**config.mk**
```make
export PLATFORM = sky130hd
export DESIGN_NAME = dfa_longest_match_scanner
export DESIGN_NICKNAME = d
export VERILOG_FILES = /design/src/hdl/dlms_pkg.sv /design/src/hdl/dlms_front.sv /design/src/hdl/dlms_queue.sv /design/src/hdl/dlms_back.sv /design/src/hdl/dfa_longest_match_scanner.sv
export SDC_FILE = /design/constraint.sdc
export NUM_CORES = 2
export LEC_CHECK = 0
export BUFFER_PORTS_ARGS = -buffer_cell sky130_fd_sc_hd__buf_4
export CAP_MARGIN = 20
export CORE_MARGIN = 4
export CORE_UTILIZATION = 40
export CTS_CLUSTER_DIAMETER = 50
export CTS_CLUSTER_SIZE = 25
export DETAILED_ROUTE_END_ITERATION = 8
export GPL_TIMING_DRIVEN = 0
export PLACE_DENSITY = 0.58
export SYNTH_ARGS = -nofsm -noshare
export SYNTH_HDL_FRONTEND = slang
export SYNTH_SLANG_ARGS = --single-unit
export TNS_END_PERCENT = 20
```
**constraint.sdc**
```tcl
create_clock -name i_clk -period 5 [get_ports i_clk]
set_input_delay 0.5 -clock i_clk [delete_from_list [all_inputs] [get_ports i_clk]]
set_output_delay 0.5 -clock i_clk [all_outputs]
set_load 0.005 [all_outputs]
```
**src/hdl/dlms_pkg.sv**
```systemverilog
// Package with the types and constants of the DFA longest-match scanner.
`timescale 1ns / 1ps

package dlms_pkg;

    localparam int CHAR_W          = 8;
    localparam int STATE_W         = 4;
    localparam int CLASS_W         = 4;
    localparam int MATCH_END_W     = 12;
    localparam int NUM_STATES      = 16;
    localparam int NUM_CLASSES     = 16;
    localparam int DEFAULT_MAX_LEN = 4096;

    localparam int MAP_DEPTH   = 1 << CHAR_W;
    localparam int TABLE_AW    = STATE_W + CLASS_W;
    localparam int TABLE_DEPTH = 1 << TABLE_AW;
    localparam int QUEUE_DEPTH = 2;
    localparam int QPTR_W      = $clog2(QUEUE_DEPTH);
    localparam int QCNT_W      = $clog2(QUEUE_DEPTH + 1);

    typedef enum logic [1:0] {
        CMD_LOAD_CLASS = 2'd0,
        CMD_LOAD_TRANS = 2'd1,
        CMD_LOAD_FINAL = 2'd2,
        CMD_SCAN       = 2'd3
    } t_cmd;

    // One operation handed from the front to the back. For a scan, cls holds
    // the class looked up from the character; for a transition load it holds
    // the column being written.
    typedef struct packed {
        t_cmd               cmd;
        logic [STATE_W-1:0] state_index;
        logic [CLASS_W-1:0] cls;
        logic [STATE_W-1:0] target;
        logic               is_error;
        logic               final_flag;
        logic               is_last;
    } t_op;

    typedef struct packed {
        logic full;
        logic empty;
    } t_q_status;

    typedef struct packed {
        logic               is_error;
        logic [STATE_W-1:0] target;
    } t_entry;

endpackage

```
**src/hdl/dlms_front.sv**
```systemverilog
// Front stage: accepts items, owns the class map and looks up each character's class.
`timescale 1ns / 1ps

module dlms_front (
    input  logic                          i_clk,
    input  logic                          i_rst_n,
    input  logic                          i_valid,
    output logic                          o_ready,
    input  logic [1:0]                    i_command,
    input  logic [dlms_pkg::CHAR_W-1:0]   i_char_code,
    input  logic [dlms_pkg::STATE_W-1:0]  i_state_index,
    input  logic [dlms_pkg::CLASS_W-1:0]  i_class_value,
    input  logic [dlms_pkg::STATE_W-1:0]  i_target_state,
    input  logic                          i_entry_is_error,
    input  logic                          i_final_flag,
    input  logic                          i_is_last,
    input  dlms_pkg::t_q_status           i_q_status,
    output logic                          o_push,
    output dlms_pkg::t_op                 o_push_op
);

    logic [dlms_pkg::CLASS_W-1:0] r_class_map [dlms_pkg::MAP_DEPTH];
    logic [dlms_pkg::CLASS_W-1:0] r_map_q;
    logic                         r_fv;
    logic                         n_fv;
    dlms_pkg::t_op                r_fop;
    dlms_pkg::t_cmd               cmd;
    logic                         accept;

    assign cmd     = dlms_pkg::t_cmd'(i_command);
    assign o_push  = r_fv && !i_q_status.full;
    assign o_ready = !r_fv || !i_q_status.full;
    assign accept  = i_valid && o_ready;

    // Class map: written by map loads, read for every accepted item.
    always_ff @(posedge i_clk) begin
        if (accept) begin
            if (cmd == dlms_pkg::CMD_LOAD_CLASS) begin
                r_class_map[i_char_code] <= i_class_value;
            end
            r_map_q <= r_class_map[i_char_code];
        end
    end

    always_ff @(posedge i_clk) begin
        if (accept) begin
            r_fop.cmd         <= cmd;
            r_fop.state_index <= i_state_index;
            r_fop.cls         <= i_class_value;
            r_fop.target      <= i_target_state;
            r_fop.is_error    <= i_entry_is_error;
            r_fop.final_flag  <= i_final_flag;
            r_fop.is_last     <= i_is_last;
        end
    end

    // Map loads finish here and never reach the back.
    always_comb begin
        n_fv = r_fv;
        if (o_push) begin
            n_fv = 1'b0;
        end
        if (accept && cmd != dlms_pkg::CMD_LOAD_CLASS) begin
            n_fv = 1'b1;
        end
    end

    always_ff @(posedge i_clk) begin
        if (!i_rst_n) begin
            r_fv <= 1'b0;
        end else begin
            r_fv <= n_fv;
        end
    end

    always_comb begin
        o_push_op = r_fop;
        if (r_fop.cmd == dlms_pkg::CMD_SCAN) begin
            o_push_op.cls = r_map_q;
        end
    end

endmodule

```
**src/hdl/dlms_queue.sv**
```systemverilog
// Short queue of operations between the front and the back.
`timescale 1ns / 1ps

module dlms_queue (
    input  logic                i_clk,
    input  logic                i_rst_n,
    input  logic                i_push,
    input  dlms_pkg::t_op       i_push_op,
    input  logic                i_pop,
    output dlms_pkg::t_q_status o_status,
    output dlms_pkg::t_op       o_head
);

    dlms_pkg::t_op               r_entries [dlms_pkg::QUEUE_DEPTH];
    logic [dlms_pkg::QPTR_W-1:0] r_wr_ptr;
    logic [dlms_pkg::QPTR_W-1:0] r_rd_ptr;
    logic [dlms_pkg::QCNT_W-1:0] r_count;
    logic [dlms_pkg::QCNT_W-1:0] n_count;

    localparam logic [dlms_pkg::QPTR_W-1:0] PTR_LAST =
        dlms_pkg::QPTR_W'(dlms_pkg::QUEUE_DEPTH - 1);
    localparam logic [dlms_pkg::QCNT_W-1:0] CNT_FULL =
        dlms_pkg::QCNT_W'(dlms_pkg::QUEUE_DEPTH);

    assign o_status.full  = (r_count == CNT_FULL);
    assign o_status.empty = (r_count == '0);
    assign o_head         = r_entries[r_rd_ptr];

    always_ff @(posedge i_clk) begin
        if (i_push) begin
            r_entries[r_wr_ptr] <= i_push_op;
        end
    end

    always_comb begin
        n_count = r_count;
        if (i_push && !i_pop) begin
            n_count = r_count + 1'b1;
        end else if (i_pop && !i_push) begin
            n_count = r_count - 1'b1;
        end
    end

    always_ff @(posedge i_clk) begin
        if (!i_rst_n) begin
            r_wr_ptr <= '0;
            r_rd_ptr <= '0;
            r_count  <= '0;
        end else begin
            r_count <= n_count;
            if (i_push) begin
                r_wr_ptr <= (r_wr_ptr == PTR_LAST) ? '0 : r_wr_ptr + 1'b1;
            end
            if (i_pop) begin
                r_rd_ptr <= (r_rd_ptr == PTR_LAST) ? '0 : r_rd_ptr + 1'b1;
            end
        end
    end

endmodule

```
**src/hdl/dlms_back.sv**
```systemverilog
// Back stage: transition table, accepting flags, automaton state and the result register.
`timescale 1ns / 1ps

module dlms_back #(
    parameter int MAX_LEN = dlms_pkg::DEFAULT_MAX_LEN
) (
    input  logic                               i_clk,
    input  logic                               i_rst_n,
    input  logic [dlms_pkg::STATE_W-1:0]       i_start_state,
    input  dlms_pkg::t_q_status                i_q_status,
    input  dlms_pkg::t_op                      i_head,
    output logic                               o_pop,
    output logic                               o_valid,
    input  logic                               i_ready,
    output logic                               o_matched,
    output logic [dlms_pkg::MATCH_END_W-1:0]   o_match_end,
    output logic                               o_full_match,
    output logic                               o_length_overflow
);

    localparam int POS_W  = $clog2(MAX_LEN);
    localparam int WIDE_W = (POS_W > dlms_pkg::MATCH_END_W) ? POS_W : dlms_pkg::MATCH_END_W;
    localparam logic [POS_W-1:0] POS_MAX = POS_W'(MAX_LEN - 1);

    typedef enum logic [1:0] {
        BS_ISSUE = 2'b01,
        BS_EVAL  = 2'b10
    } t_bstate;

    t_bstate r_bs, n_bs;

    dlms_pkg::t_entry                r_table [dlms_pkg::TABLE_DEPTH];
    dlms_pkg::t_entry                r_entry_q;
    logic [dlms_pkg::NUM_STATES-1:0] r_acc_flags;

    logic [dlms_pkg::STATE_W-1:0] r_state, n_state;
    logic [POS_W-1:0]             r_pos, n_pos;
    logic [POS_W-1:0]             r_best, n_best;
    logic                         r_have, n_have;
    logic                         r_rej, n_rej;
    logic                         r_ovf, n_ovf;

    logic [dlms_pkg::STATE_W-1:0] r_eff_state;
    logic                         r_step_bad;
    logic                         r_last;

    logic                         r_ov, n_ov;
    logic                         r_o_matched;
    logic [dlms_pkg::MATCH_END_W-1:0] r_o_end;
    logic                         r_o_full;
    logic                         r_o_ovf;

    logic [dlms_pkg::STATE_W-1:0] eff_state;
    logic                         issue_bad;
    logic                         trans_in_range;
    logic                         final_in_range;
    logic                         eval_done;
    logic                         out_load;
    logic [dlms_pkg::STATE_W-1:0] s_state;
    logic [POS_W-1:0]             s_best;
    logic                         s_have;
    logic                         s_rej;
    logic [WIDE_W-1:0]            best_wide;

    // The first character of a string starts from the configured state.
    assign eff_state = (r_pos == '0 && !r_ovf) ? i_start_state : r_state;
    assign issue_bad = (int'(i_head.cls) >= dlms_pkg::NUM_CLASSES) ||
                       (int'(eff_state) >= dlms_pkg::NUM_STATES);
    assign trans_in_range = (int'(i_head.state_index) < dlms_pkg::NUM_STATES) &&
                            (int'(i_head.cls) < dlms_pkg::NUM_CLASSES);
    assign final_in_range = (int'(i_head.state_index) < dlms_pkg::NUM_STATES);

    assign o_pop     = (r_bs == BS_ISSUE) && !i_q_status.empty;
    assign eval_done = !r_last || !r_ov || i_ready;
    assign out_load  = (r_bs == BS_EVAL) && eval_done && r_last;

    // Transition table: one access per cycle, read data registered.
    always_ff @(posedge i_clk) begin
        if (o_pop) begin
            case (i_head.cmd)
                dlms_pkg::CMD_LOAD_TRANS: begin
                    if (trans_in_range) begin
                        r_table[{i_head.state_index, i_head.cls}] <=
                            '{is_error: i_head.is_error, target: i_head.target};
                    end
                end
                dlms_pkg::CMD_SCAN: begin
                    r_entry_q <= r_table[{eff_state, i_head.cls}];
                end
                default: begin
                end
            endcase
        end
    end

    always_ff @(posedge i_clk) begin
        if (o_pop && i_head.cmd == dlms_pkg::CMD_LOAD_FINAL && final_in_range) begin
            r_acc_flags[i_head.state_index] <= i_head.final_flag;
        end
    end

    always_ff @(posedge i_clk) begin
        if (o_pop && i_head.cmd == dlms_pkg::CMD_SCAN) begin
            r_eff_state <= eff_state;
            r_step_bad  <= issue_bad;
            r_last      <= i_head.is_last;
        end
    end

    // Step of the automaton with the fetched entry.
    always_comb begin
        s_state = r_eff_state;
        s_best  = r_best;
        s_have  = r_have;
        s_rej   = r_rej;
        if (!r_rej) begin
            if (r_step_bad || r_entry_q.is_error) begin
                s_rej = 1'b1;
            end else begin
                s_state = r_entry_q.target;
                if (int'(r_entry_q.target) < dlms_pkg::NUM_STATES &&
                    r_acc_flags[r_entry_q.target]) begin
                    s_have = 1'b1;
                    s_best = r_pos;
                end
            end
        end
    end

    assign best_wide = WIDE_W'(s_best);

    always_comb begin
        n_bs    = r_bs;
        n_state = r_state;
        n_pos   = r_pos;
        n_best  = r_best;
        n_have  = r_have;
        n_rej   = r_rej;
        n_ovf   = r_ovf;
        unique case (r_bs)
            BS_ISSUE: begin
                if (o_pop && i_head.cmd == dlms_pkg::CMD_SCAN) begin
                    n_bs = BS_EVAL;
                end
            end
            BS_EVAL: begin
                if (eval_done) begin
                    n_bs = BS_ISSUE;
                    if (r_last) begin
                        n_state = i_start_state;
                        n_pos   = '0;
                        n_best  = '0;
                        n_have  = 1'b0;
                        n_rej   = 1'b0;
                        n_ovf   = 1'b0;
                    end else begin
                        n_state = s_state;
                        n_best  = s_best;
                        n_have  = s_have;
                        n_rej   = s_rej;
                        if (r_pos == POS_MAX) begin
                            n_ovf = 1'b1;
                        end else begin
                            n_pos = r_pos + 1'b1;
                        end
                    end
                end
            end
            default: begin
                n_bs = BS_ISSUE;
            end
        endcase
    end

    always_ff @(posedge i_clk) begin
        if (!i_rst_n) begin
            r_bs    <= BS_ISSUE;
            r_state <= '0;
            r_pos   <= '0;
            r_best  <= '0;
            r_have  <= 1'b0;
            r_rej   <= 1'b0;
            r_ovf   <= 1'b0;
        end else begin
            r_bs    <= n_bs;
            r_state <= n_state;
            r_pos   <= n_pos;
            r_best  <= n_best;
            r_have  <= n_have;
            r_rej   <= n_rej;
            r_ovf   <= n_ovf;
        end
    end

    // Result register.
    always_comb begin
        n_ov = r_ov;
        if (r_ov && i_ready) begin
            n_ov = 1'b0;
        end
        if (out_load) begin
            n_ov = 1'b1;
        end
    end

    always_ff @(posedge i_clk) begin
        if (!i_rst_n) begin
            r_ov <= 1'b0;
        end else begin
            r_ov <= n_ov;
        end
    end

    always_ff @(posedge i_clk) begin
        if (out_load) begin
            r_o_matched <= s_have;
            r_o_end     <= s_have ? best_wide[dlms_pkg::MATCH_END_W-1:0] : '0;
            r_o_full    <= s_have && !r_ovf && (s_best == r_pos);
            r_o_ovf     <= r_ovf;
        end
    end

    assign o_valid           = r_ov;
    assign o_matched         = r_o_matched;
    assign o_match_end       = r_o_end;
    assign o_full_match      = r_o_full;
    assign o_length_overflow = r_o_ovf;

endmodule

```
**src/hdl/dfa_longest_match_scanner.sv**
```systemverilog
// Top level of the table-driven DFA longest-match scanner.
`timescale 1ns / 1ps

// The scanner takes one item per handshake: map loads, transition loads,
// accepting-flag loads and scan characters, in any mix, also in the middle of
// a string. The front stage owns the byte-to-class map and looks up a scanned
// character's class on the cycle it accepts the item; map loads end there.
// Every other item passes through a two-entry queue to the back stage, which
// owns the transition table, the accepting flags and the automaton state.
// A scan item occupies the back for an issue and an evaluate state, since the
// transition table read depends on the state left by the previous character
// and its data is registered; transition and flag loads take only the issue
// state there. The front keeps accepting as long as the queue has room, also
// while the back works or a result waits. With the back idle, the last
// character of a string passes the front register, the queue and the back's
// issue and evaluate states before its result reaches the output register;
// items still ahead of it in the queue and an earlier result that has not
// been taken delay it further. It holds until taken. The position counter is
// $clog2(MAX_LEN) bits wide and saturates at MAX_LEN-1 with the overflow flag
// set. The start state is to be written through the configuration port only
// while the block is idle, which the block does not enforce; it is used at the
// first character of every string. No store is cleared after reset: every
// entry must be loaded before a scan reads it.
module dfa_longest_match_scanner #(
    parameter int MAX_LEN = dlms_pkg::DEFAULT_MAX_LEN
) (
    input  logic                              i_clk,
    input  logic                              i_rst_n,
    input  logic                              i_cfg_we,
    input  logic [dlms_pkg::STATE_W-1:0]      i_cfg_wdata,
    input  logic                              i_valid,
    output logic                              o_ready,
    input  logic [1:0]                        i_command,
    input  logic [dlms_pkg::CHAR_W-1:0]       i_char_code,
    input  logic [dlms_pkg::STATE_W-1:0]      i_state_index,
    input  logic [dlms_pkg::CLASS_W-1:0]      i_class_value,
    input  logic [dlms_pkg::STATE_W-1:0]      i_target_state,
    input  logic                              i_entry_is_error,
    input  logic                              i_final_flag,
    input  logic                              i_is_last,
    output logic                              o_valid,
    input  logic                              i_ready,
    output logic                              o_matched,
    output logic [dlms_pkg::MATCH_END_W-1:0]  o_match_end,
    output logic                              o_full_match,
    output logic                              o_length_overflow
);

    logic [dlms_pkg::STATE_W-1:0] r_start_state;
    logic                         push;
    logic                         pop;
    dlms_pkg::t_op                push_op;
    dlms_pkg::t_op                head;
    dlms_pkg::t_q_status          q_status;

    // Start state register; the user must write it only between strings, which the block does not enforce.
    always_ff @(posedge i_clk) begin
        if (!i_rst_n) begin
            r_start_state <= '0;
        end else if (i_cfg_we) begin
            r_start_state <= i_cfg_wdata;
        end
    end

    dlms_front u_front (
        .i_clk            (i_clk),
        .i_rst_n          (i_rst_n),
        .i_valid          (i_valid),
        .o_ready          (o_ready),
        .i_command        (i_command),
        .i_char_code      (i_char_code),
        .i_state_index    (i_state_index),
        .i_class_value    (i_class_value),
        .i_target_state   (i_target_state),
        .i_entry_is_error (i_entry_is_error),
        .i_final_flag     (i_final_flag),
        .i_is_last        (i_is_last),
        .i_q_status       (q_status),
        .o_push           (push),
        .o_push_op        (push_op)
    );

    dlms_queue u_queue (
        .i_clk     (i_clk),
        .i_rst_n   (i_rst_n),
        .i_push    (push),
        .i_push_op (push_op),
        .i_pop     (pop),
        .o_status  (q_status),
        .o_head    (head)
    );

    dlms_back #(
        .MAX_LEN (MAX_LEN)
    ) u_back (
        .i_clk             (i_clk),
        .i_rst_n           (i_rst_n),
        .i_start_state     (r_start_state),
        .i_q_status        (q_status),
        .i_head            (head),
        .o_pop             (pop),
        .o_valid           (o_valid),
        .i_ready           (i_ready),
        .o_matched         (o_matched),
        .o_match_end       (o_match_end),
        .o_full_match      (o_full_match),
        .o_length_overflow (o_length_overflow)
    );

endmodule

```
==> metrics.txt <==
# TYPE chip_impl_metric gauge
chip_impl_info{name="run_status",value="complete, but fails checks"} 1
chip_impl_info{name="failing_checks",value="negative setup slack"} 1
chip_impl_metric{name="die-height",unit="um"} 496.7
chip_impl_metric{name="clock_insertion_delay_worst_skew",unit="ps"} 850
chip_impl_metric{name="number_of_drc_violations_after_detailed_routing",unit=""} 0
chip_impl_info{name="critical_path.most_common_cell",value="clkbuf_1"} 1
chip_impl_metric{name="cellPowerDensity",unit="nW/um2"} 440.0
chip_impl_metric{name="mappedNetlistNets",unit=""} 4834
chip_impl_metric{name="cts_h_tree_depth",unit=""} 4
chip_impl_metric{name="fill_cells",unit=""} 19980
chip_impl_metric{name="final_max_slew_viol_count",unit=""} 0
chip_impl_metric{name="routed_wire_length_per_instance",unit="um"} 36.26
chip_impl_metric{name="leakagePower",unit="uW"} 0.03289
chip_impl_metric{name="core-area",unit="um2"} 237600
chip_impl_metric{name="synthesis.area_per_instance",unit="um2"} 19.91
chip_impl_info{name="synth_most_common_cell",value="edfxtp_1"} 1
chip_impl_metric{name="p_sw",unit="uW"} 13940
chip_impl_metric{name="placement.cell_area",unit="um2"} 101600
chip_impl_metric{name="worst_slew_margin_rel",unit=""} 0.1456
chip_impl_metric{name="synth_edf_count",unit=""} 2400
chip_impl_metric{name="fin_worst_hold_slack",unit="ps"} 84.24
chip_impl_metric{name="synth-seq-cells",unit=""} 2444
chip_impl_metric{name="fp.dieArea",unit="um2"} 246700
chip_impl_metric{name="pwr-share-comb",unit=""} 0.175
chip_impl_metric{name="synthDominantCellAreaShare",unit=""} 0.7546
chip_impl_info{name="min_path_type",value="input port to register"} 1
chip_impl_metric{name="grt_overflow_total",unit=""} 0
chip_impl_info{name="start_kind",value="register"} 1
chip_impl_info{name="timing.critical_path.cells",value="buf_2 > buf_1 > nor3b_1 > or2_0 > clkbuf_1 > clkdlybuf4s15_2 > nand2_1 > clkbuf_1 > buf_8 > nor2_1"} 1
chip_impl_metric{name="swShare",unit=""} 0.2927
chip_impl_info{name="most_used_dff_post_synth",value="edfxtp_1"} 1
chip_impl_metric{name="final_critical_path_setup_slack",unit="ps"} -142.2
chip_impl_info{name="biggest_area_contributors_in_the_synthesized_netlist",value="edfxtp_1 (75%), mux4_2 (14%), nor2_1 (2.2%), dfxtp_1 (0.92%), mux2i_1 (0.89%)"} 1
chip_impl_metric{name="die_w",unit="um"} 496.7
chip_impl_metric{name="power.share.sequential",unit=""} 0.493
chip_impl_metric{name="route.vias.total",unit=""} 51810
chip_impl_metric{name="clock_sink_count",unit=""} 2444
chip_impl_metric{name="power.ir.vdd_worst",unit="mV"} 0.6456
chip_impl_info{name="tritoncts",value="built"} 1
chip_impl_metric{name="fin_nets",unit=""} 5167
chip_impl_metric{name="grt_max_degree",unit=""} 170
chip_impl_metric{name="fmax",unit="MHz"} 194.5
chip_impl_metric{name="viasPerCell",unit=""} 6.129
chip_impl_metric{name="post_synthesis_cell_area",unit="um2"} 95510
chip_impl_metric{name="syn2layout_area_growth",unit="%"} 13.33
chip_impl_metric{name="dr.first_iter.drc_count",unit=""} 7916
chip_impl_metric{name="boundaryPins",unit=""} 51
chip_impl_metric{name="num_rows",unit=""} 179
chip_impl_metric{name="post_route_skew",unit="ps"} 34.49
chip_impl_metric{name="final_core_util",unit=""} 0.4555
chip_impl_metric{name="slowest_delay",unit="ps"} 660
chip_impl_metric{name="cts.reportedPaths.clkPinSlew",unit="ps"} 90
chip_impl_metric{name="synthesis.instances",unit=""} 4797
chip_impl_metric{name="power.clock.fraction",unit=""} 0.332
chip_impl_info{name="crit_path_end_kind",value="register"} 1
chip_impl_metric{name="routed_wirelength",unit="um"} 306500
chip_impl_info{name="worst_path_max_delay_cell",value="clkdlybuf4s15_2"} 1
chip_impl_metric{name="max_cap_violations",unit=""} 0
chip_impl_metric{name="synth_seq_area_share",unit=""} 0.7638
chip_impl_metric{name="layout.cell_area.non_filler",unit="um2"} 108200
chip_impl_metric{name="required_time_worst_endpoint",unit="ps"} 5480
chip_impl_metric{name="p_int",unit="uW"} 33680
chip_impl_metric{name="number_of_buffers_on_the_longest_clock_path",unit=""} 3
chip_impl_metric{name="hold_viol",unit=""} 0
chip_impl_metric{name="initial_core_util",unit=""} 0.4019
chip_impl_metric{name="numPortBuffers",unit=""} 43
chip_impl_metric{name="setup.reg_to_reg.worst_slack",unit="ps"} -140
chip_impl_metric{name="grt_pass1_vias",unit=""} 50460
chip_impl_info{name="grt_setup_unrepaired",value="true"} 1
chip_impl_metric{name="detail_route.first_pass.iterations",unit=""} 6
chip_impl_metric{name="place.gp.congestion",unit=""} 0.9195
chip_impl_metric{name="grt_pass1_wl",unit="um"} 418500
chip_impl_metric{name="ys_types",unit=""} 53
chip_impl_metric{name="worst-slew-pin-transition",unit="ps"} 1282
chip_impl_metric{name="async_flop_share",unit=""} 0
chip_impl_info{name="cts.root.buffer_cell",value="clkbuf_16"} 1
chip_impl_metric{name="grt_antenna_before_repair",unit=""} 9
chip_impl_metric{name="final.period_utilization",unit=""} 1.028
chip_impl_metric{name="report.final.setup_viol",unit=""} 126
chip_impl_metric{name="cts_made_buffers",unit=""} 172
chip_impl_info{name="path_class",value="register to register"} 1
chip_impl_metric{name="final_layout_size_suffix_gt1_frac",unit=""} 0.2288
chip_impl_metric{name="period_minus_slack",unit="ps"} 5142
chip_impl_metric{name="cp_data_arrival_time",unit="ps"} 5620
chip_impl_info{name="ys_top_cells_by_count",value="edfxtp_1 (2,400), mux4_2 (606), nor2_1 (565), clkbuf_1 (178), nand2_1 (169)"} 1
chip_impl_metric{name="critPathMaxFanout",unit=""} 10
chip_impl_info{name="synth_top_cell_by_area",value="edfxtp_1"} 1
chip_impl_metric{name="global_route.usage.total",unit=""} 0.2470
chip_impl_metric{name="dpl.hpwl",unit="um"} 205600
chip_impl_metric{name="detail-route-antenna-nets",unit=""} 0
chip_impl_metric{name="ys_warn_count",unit=""} 0
layout make-up:
cell class                      instances  area (um2)  area share
Antenna cell                            6       15.01   0.0001387
Multi-Input combinational cell       2044       21360      0.1973
Sequential cell                      2444       72950      0.6740
Clock inverter                        144        1944     0.01796
Buffer                                282        1284     0.01186
Inverter                               27       101.3   0.0009363
Clock buffer                          180        4398     0.04063
Tap cell                             3167        3963     0.03661
Timing Repair Buffer                  159        2223     0.02054
registers in the layout, indices dropped and copies added, names as in the netlist, 12 cells and up, named ones only:
name and flops:
u_back.r_table 1280, u_back.r_pos 12, u_front.o_push_op 13, u_back.r_acc_flags 16
u_front.r_class_map 1024, u_back.r_best 12, u_queue.r_entries 34, u_back.o_match_end 12
critical path: cells and delay by family (launching register included):
| family | cells | cell delay (ps) |
|---|---|---|
| buffers and inverters | 6 | 2430 |
| and+or+nand+nor | 4 | 1980 |
| DFF | 1 | 340 |
power groups by stage:
stage | Sequential [uW] | Combinational (uW) | Clock [uW]
2_1_floorplan | 24000 | 3850 | 0
3_3_place_gp | 24200 | 7620 | 0
3_5_place_dp | 23900 | 8160 | 0
4_1_cts | 23500 | 8190 | 15900
5_1_grt | 23500 | 8450 | 16800
6_report | 23500 | 8340 | 15800
cells in the final DEF (no fill, tap or decap), drive strengths merged, types with 8 or more instances in the layout:
master | netlist | routed
edfxtp | 2400 | 2400
mux4 | 606 | 606
nor2 | 565 | 565
clkbuf | 178 | 359
buf | 104 | 241
nand2 | 169 | 169
nand3 | 103 | 103
a21oi | 97 | 97
a22oi | 91 | 91
inv | 27 | 91
mux2i | 85 | 85
clkinv | 0 | 54
dfxtp | 44 | 44
o22ai | 38 | 38
nor2b | 37 | 37
a31oi | 35 | 35
o21ai | 30 | 30
nand4 | 27 | 27
mux2 | 24 | 24
dlygate4sd3 | 0 | 19
xnor2 | 18 | 18
bufinv | 0 | 16
nand2b | 12 | 12
nor3 | 11 | 11
a22o | 11 | 11
nor4 | 11 | 11
clkinvlp | 0 | 10
and2 | 9 | 9
xor2 | 8 | 8
path summary, 6_finish.rpt:
check / end / from / depth (start not counted)
setup / recovery: u_back.r_table[166][3] / register / 10
hold / removal: r_start_state[2] / i_cfg_we / 3
setup reg to reg: u_back.r_table[166][3] / register / 10
hold reg to reg: u_queue.r_entries[0][11] / u_front.o_push_op[11] / 0
timing repair:
| action | 4_1_cts | 5_1_grt |
|---|---|---|
| endpoints found under the hold margin | 22 | 0 |
| gates resized for setup | 6 | 4 |
| hold buffers | 19 | 0 |
| buffers inserted | 0 | 0 |
| endpoints found under the setup margin | 490 | 195 |
through the flow:
| step | instances | power [uW] | worst slack, ps | TNS, ps |
|---|---|---|---|---|
| after CTS | 8446 | 47580 | 5.154 | 0 |
| after global placement | 8007 | 31800 | -1844 | -3544450 |
| final | 8453 | 47620 | -142.2 | -6631 |
| after detailed placement | 8103 | 32090 | -596.3 | -113010 |
| after global routing | 8449 | 48690 | -92.16 | -2289 |
| after floorplan | 4797 | 27860 | 1193 | 0 |
layer usage:
metal  up-vias  routed length [um]  GRT usage
met3       683               30060    0.05382
li1      20230                   -          -
met1     27630              114800     0.3286
met2      3260              145100     0.3925
met5         -                  72          0
met4        10               16490     0.1110
logic make-up (layout without fill, tap and decap cells):
family / count (synthesis) / count (layout) / synth area share
AO/OA/AOI/OAI: 326 / 326 / 0.02164
XOR/XNOR: 26 / 26 / 0.002384
adder cells (fa/ha/maj): 3 / 3 / 0.0003930
buffers and inverters: 309 / 792 / 0.01378
flip-flops: 2444 / 2444 / 0.7638
multiplexers: 715 / 715 / 0.1546
other: 0 / 6 / 0
AND/OR/NAND/NOR: 974 / 974 / 0.04339
(Power assumes the default switching activity.)
